[src/hw/rtl/velocity_toward_target_defines.svh]
// Assertion macros shared by the velocity_toward_target RTL.
`ifndef VELOCITY_TOWARD_TARGET_DEFINES_SVH
`define VELOCITY_TOWARD_TARGET_DEFINES_SVH
`ifndef SYNTHESIS
`define VTT_ASSERT(lbl, prop) \
  lbl: assert property (@(posedge clk) disable iff (rst) prop) \
    else $error("velocity_toward_target assertion failed");
`define VTT_ASSERT_RST(lbl, prop) \
  lbl: assert property (@(posedge clk) prop) \
    else $error("velocity_toward_target reset assertion failed");
`else
`define VTT_ASSERT(lbl, prop)
`define VTT_ASSERT_RST(lbl, prop)
`endif
`endif

[src/hw/rtl/vtt_pkg.sv]
// Widths, constants and pipeline payload types for velocity_toward_target.
`timescale 1ns / 1ps
package vtt_pkg;
  localparam int FRAC_BITS = 8;
  localparam int COORD_W   = 12;
  localparam int POS_W     = 21;
  localparam int DIM_W     = 12;
  localparam int SPEED_W   = 16;
  localparam int VEL_W     = 17;
  localparam int GUARD     = 8;
  // Signed offset width and magnitude width.
  localparam int D_W       = 23;
  localparam int MAG_W     = D_W - 1;
  localparam int SQ_W      = 2 * MAG_W + 1;
  localparam int RAD_W0    = SQ_W + 2 * GUARD;
  localparam int RAD_W     = RAD_W0 + (RAD_W0 % 2);
  localparam int ROOT_W    = RAD_W / 2;
  localparam int REM_W     = ROOT_W + 3;
  localparam int PROD_W    = SPEED_W + MAG_W;
  localparam int NUM_W     = PROD_W + GUARD;
  localparam int Q_W       = SPEED_W;

  typedef struct packed {
    logic               special;
    logic [VEL_W-1:0]   sp_x;
    logic [VEL_W-1:0]   sp_y;
    logic               neg_x;
    logic               neg_y;
    logic [SPEED_W-1:0] spd;
  } side_t;

  typedef struct packed {
    side_t            side;
    logic [NUM_W-1:0] num_x;
    logic [NUM_W-1:0] num_y;
  } root_pl_t;
endpackage

[src/hw/rtl/vtt_front.sv]
// Front stages: offsets, magnitudes, squares, products and the radicand.
`timescale 1ns / 1ps
module vtt_front (
  input  logic                               clk,
  input  logic                               rst,
  input  logic                               en,
  input  logic                               in_valid,
  input  logic [vtt_pkg::COORD_W-1:0]        target_x,
  input  logic [vtt_pkg::COORD_W-1:0]        target_y,
  input  logic signed [vtt_pkg::POS_W-1:0]   pos_x,
  input  logic signed [vtt_pkg::POS_W-1:0]   pos_y,
  input  logic [vtt_pkg::DIM_W-1:0]          box_width,
  input  logic [vtt_pkg::DIM_W-1:0]          box_height,
  input  logic [vtt_pkg::SPEED_W-1:0]        move_speed,
  output logic                               valid,
  output logic [vtt_pkg::RAD_W-1:0]          rad,
  output vtt_pkg::root_pl_t                  pl
);
  localparam int D_W = vtt_pkg::D_W;
  localparam int MAG_W = vtt_pkg::MAG_W;
  localparam int FB = vtt_pkg::FRAC_BITS;

  logic [D_W-1:0] tx_f, ty_f, px_f, py_f, hw_f, hh_f, dx_c, dy_c;
  logic [D_W-1:0] dx1, dy1;
  logic [vtt_pkg::SPEED_W-1:0] spd1;
  logic v1;

  logic [D_W-1:0] absx_c, absy_c;
  logic zx_c, zy_c;
  vtt_pkg::side_t side_c;
  logic [vtt_pkg::VEL_W-1:0] spd_pos, spd_neg;
  logic [MAG_W-1:0] ax2, ay2;
  vtt_pkg::side_t side2;
  logic v2;

  logic [2*MAG_W-1:0] sqx3, sqy3;
  logic [vtt_pkg::PROD_W-1:0] prx3, pry3;
  vtt_pkg::side_t side3;
  logic v3;

  assign tx_f = D_W'({target_x, FB'(0)});
  assign ty_f = D_W'({target_y, FB'(0)});
  assign px_f = {{(D_W - vtt_pkg::POS_W){pos_x[vtt_pkg::POS_W-1]}}, pos_x};
  assign py_f = {{(D_W - vtt_pkg::POS_W){pos_y[vtt_pkg::POS_W-1]}}, pos_y};
  assign hw_f = D_W'({box_width, (FB - 1)'(0)});
  assign hh_f = D_W'({box_height, (FB - 1)'(0)});
  assign dx_c = tx_f - px_f - hw_f;
  assign dy_c = ty_f - py_f - hh_f;

  always_ff @(posedge clk) begin
    if (en) begin
      dx1  <= dx_c;
      dy1  <= dy_c;
      spd1 <= move_speed;
    end
  end

  assign absx_c  = dx1[D_W-1] ? (~dx1 + D_W'(1)) : dx1;
  assign absy_c  = dy1[D_W-1] ? (~dy1 + D_W'(1)) : dy1;
  assign zx_c    = (dx1 == '0);
  assign zy_c    = (dy1 == '0);
  assign spd_pos = vtt_pkg::VEL_W'(spd1);
  assign spd_neg = vtt_pkg::VEL_W'(0) - spd_pos;

  // An axis-aligned offset bypasses the root and divide; both zero points up.
  always_comb begin
    side_c.special = zx_c | zy_c;
    side_c.neg_x   = dx1[D_W-1];
    side_c.neg_y   = dy1[D_W-1];
    side_c.spd     = spd1;
    side_c.sp_x    = '0;
    side_c.sp_y    = '0;
    if (zx_c) begin
      side_c.sp_y = (!dy1[D_W-1] && !zy_c) ? spd_pos : spd_neg;
    end else if (zy_c) begin
      side_c.sp_x = !dx1[D_W-1] ? spd_pos : spd_neg;
    end
  end

  always_ff @(posedge clk) begin
    if (en) begin
      ax2   <= absx_c[MAG_W-1:0];
      ay2   <= absy_c[MAG_W-1:0];
      side2 <= side_c;
    end
  end

  always_ff @(posedge clk) begin
    if (en) begin
      sqx3  <= ax2 * ax2;
      sqy3  <= ay2 * ay2;
      prx3  <= vtt_pkg::PROD_W'(side2.spd) * vtt_pkg::PROD_W'(ax2);
      pry3  <= vtt_pkg::PROD_W'(side2.spd) * vtt_pkg::PROD_W'(ay2);
      side3 <= side2;
    end
  end

  always_ff @(posedge clk) begin
    if (en) begin
      rad <= vtt_pkg::RAD_W'(vtt_pkg::SQ_W'(sqx3) + vtt_pkg::SQ_W'(sqy3))
             << (2 * vtt_pkg::GUARD);
      pl.num_x <= vtt_pkg::NUM_W'(prx3) << vtt_pkg::GUARD;
      pl.num_y <= vtt_pkg::NUM_W'(pry3) << vtt_pkg::GUARD;
      pl.side  <= side3;
    end
  end

  always_ff @(posedge clk) begin
    if (rst) begin
      v1 <= 1'b0;
      v2 <= 1'b0;
      v3 <= 1'b0;
      valid <= 1'b0;
    end else if (en) begin
      v1 <= in_valid;
      v2 <= v1;
      v3 <= v2;
      valid <= v3;
    end
  end
endmodule

[config.mk]
export PLATFORM = sky130hd
export DESIGN_NAME = vtt_front
export DESIGN_NICKNAME = d
export VERILOG_FILES = /design/src/hw/rtl/velocity_toward_target_defines.svh /design/src/hw/rtl/vtt_pkg.sv /design/src/hw/rtl/vtt_front.sv
export SDC_FILE = /design/constraint.sdc
export NUM_CORES = 2
export LEC_CHECK = 0
export ABC_AREA = 1
export BUFFER_PORTS_ARGS = -buffer_cell sky130_fd_sc_hd__buf_2
export CORE_MARGIN = 4
export CORE_UTILIZATION = 30
export DETAILED_ROUTE_END_ITERATION = 7
export HOLD_SLACK_MARGIN = 0.03
export PLACE_DENSITY = 0.57
export SLEW_MARGIN = 10
export SYNTH_ARGS = -nofsm -noshare
export SYNTH_HDL_FRONTEND = slang
export SYNTH_SLANG_ARGS = --single-unit
[constraint.sdc]
create_clock -name clk -period 8.1 [get_ports clk]
set_input_delay 1.62 -clock clk [delete_from_list [all_inputs] [get_ports clk]]
set_output_delay 1.62 -clock clk [all_outputs]
set_load 0.02 [all_outputs]
==> impl_metrics.ini <==
[critical_path]
required_ns = 8.55
worstPathArrival_ns = 7.39
startpoint_type = register
end_kind = register
crit_buf_inv = 5
critical-path-max-stage-delay_ns = 1.21
crit_type = reg2reg
cp_cell_sequence = nand2_1 > fa_1 > inv_1 > fa_1 > inv_1 > fa_1 > inv_1 > fa_1 > fa_1 > fa_1 > inv_1 > fa_1 > inv_1 > ha_1 > nand2_1 > nor2_1 > nand2_1 > nor2_1 > nand2_1 > nand3_1 > nand2_1 > nand3_1 > nand2_1
cp_common_cell = fa_1
cpMaxStageDelayCell = edfxtp_1
cp_max_fo = 30
critPathTopFamily = adder cells

[timing]
fin_setup_tns_ns = 0
fin_skew_ns = 0.0429
final_hold_viol_count = 0
report.final.slew_viol_count = 0
hold_ws_ns = 0.414
period_needed_ns = 6.94
postLayoutSetupSlackWorst_ns = 1.16
finalSetupViolCount = 0
rsz0062_at_grt = no
clock.fmax_mhz = 144
slew_headroom = 0.143
worst_pin_slew_ns = 1.29
min_period_over_period = 0.857

[synthesis]
synth_cell_types = 47
synth_top_area_share = 0.321
yosysWarnings = 0
syn_inst = 9436
async_flop_share = 0
netlist_area_um2 = 78700
synth-edff-count = 548
ys.flop_type = edfxtp_1
synthTopCellsByArea = fa_1 32%, edfxtp_1 21%, inv_1 13%
synth_top_area_cell = fa_1
ys_seq_area_frac = 0.210
ys_ff_latch = 552
syn_avg_cell_area_um2 = 8.34

[die]
die_x_um = 520
initial_core_util = 0.302
die_area_um2 = 270000
row_count = 187
coreArea_um2 = 260000
die_y_um = 520
ioPinCount = 318

[finish]
area_delta_synth_final_pct = 10.0
layout.cells.non_filler = 13200
layout.nets = 11700
fillers = 27700
drive_above_1_share = 0.0582

[job]
max_cap_violations = 0

[cts]
cts_buffer_depth = 3
clkTransAtPathRegs_ns = 0.07
ctsHoldBuffers = 0
cts_root_buf = clkbuf_16
cts_tree = done
cts_made_buffers = 68
htreeDepth = 3
cts.sinks = 552
cts_resized = 0
post_cts_buffers = 0
clk_latency_ns = 0.69

[routing]
first_pass_iters = 5
wire_per_inst_um = 15.3
drc = 0
routed_wl_um = 202000
vias = 57400
viasPerCell = 4.35
antenna_left = 0
drtIter0Drc = 3473

[global_route]
grt_pass1_vias = 59500
grt_max_degree = 153
antenna_found_initial = 4
track_usage = 0.152
grt_pass1_wl_um = 328000
grt_overflow = 0

[placed_design]
dp.cells = 13100
port_buffers = 284
place_congestion = 0.884
hpwl_um = 164000
pre_cts_slack_ns = 1.17

[run_status]
status = finished, final reports clean

[worst_hold_path]
hold_path.class = reg2reg
[cells in the mapped netlist (all sizes together) (3+ instances only)]
cell	n
a31oi	18
xnor2	60
nor2	442
o21ai	145
nor3	61
nand3	191
clkbuf	163
nand3b	3
o211ai	5
buf	139
o21a	6
inv	2673
nand4	30
or2	13
a31o	3
nand2	2580
a21boi	3
clkinv	4
xor2	158
ha	643
and2	8
o21bai	24
edfxtp	548
nor4	4
a21oi	235
nand2b	4
dfxtp	4
fa	1263
[stage by stage]
| step | utilization | instance area [um^2] |
|---|---|---|
| global route | 0.333 | 86500 |
| floorplan | - | 78800 |
| detailed placement | 0.324 | 84200 |
| global placement | 0.324 | 84200 |
| CTS | 0.333 | 86500 |
| finish | 0.333 | 86500 |
[worst register-to-register path: cells and delay by family (launching register included)]
family,cells,cell delay (ns)
AND/OR/NAND/NOR,10,1.36
adder cells (fa/ha/maj),8,3.90
flip-flops,1,1.21
buffers and inverters,5,0.25
[state kept, by name, indices dropped and copies added (netlist names), 16 cells and up]
signal and count:
dx1 23, sqy3 43, side3 53, dy1 23, spd1 16, prx3 38
side2 53, pry3 38, rad 45, ay2 22, pl 129, ax2 22
sqx3 43
[layout make-up]
cell class	count	area [um^2]	area share
multi-input cells	5937	50900	0.588
flip-flops and latches	552	16500	0.191
inverters	2677	10100	0.116
well taps	3496	4370	0.0505
repair buffers	401	2350	0.0271
clock buffers	77	1780	0.0205
clock inverters	46	554	0.00640
diodes	2	5.00	0.0000578
[final timing paths]
| path | from | end | slack, ns | cells after the start |
|---|---|---|---|---|
| worst max-delay path | ax2[6]$_DFFE_PP_ | sqx3[41]$_DFFE_PP_ | 1.16 | 23 |
| worst min-delay path | pry3[15]$_DFFE_PP_ | pl[23]$_DFFE_PP_ | 0.41 | 0 |
| worst max register to register | ax2[6]$_DFFE_PP_ | sqx3[41]$_DFFE_PP_ | 1.16 | 23 |
| worst min register to register | pry3[15]$_DFFE_PP_ | pl[23]$_DFFE_PP_ | 0.41 | 0 |
[placed cells by master (no fill, tap or decap), types with 70 or more instances in the layout]
cell type     n
inv_1      2671
o21ai_0     134
clkbuf_16    70
buf_4       114
buf_2       283
edfxtp_1    548
nor2_1      425
a21oi_1     235
ha_1        643
xor2_1      158
fa_1       1263
nand2_1    2578
nand3_1     190
[logic make-up (layout without fill, tap and decap cells)]
logic type | count (synthesis) | in the layout | share of synthesized area
simple gates | 3337 | 3337 | 0.167
buf+inv | 2979 | 3201 | 0.144
fa+ha+maj | 1906 | 1906 | 0.424
flops | 552 | 552 | 0.210
compound gates | 443 | 443 | 0.0305
xor+xnor | 218 | 218 | 0.0243
other cells | 1 | 35 | 0.0000477
[routing by layer]
layer | GRT usage | share of wire
met5 | 0 | 0
met4 | 0.0296 | 0.015
met3 | 0.0233 | 0.057
met2 | 0.250 | 0.46
met1 | 0.212 | 0.47
Power is left out: the tool's default activity adds up to more than one toggle a clock period on the data nets, which glitch-free logic cannot reach.
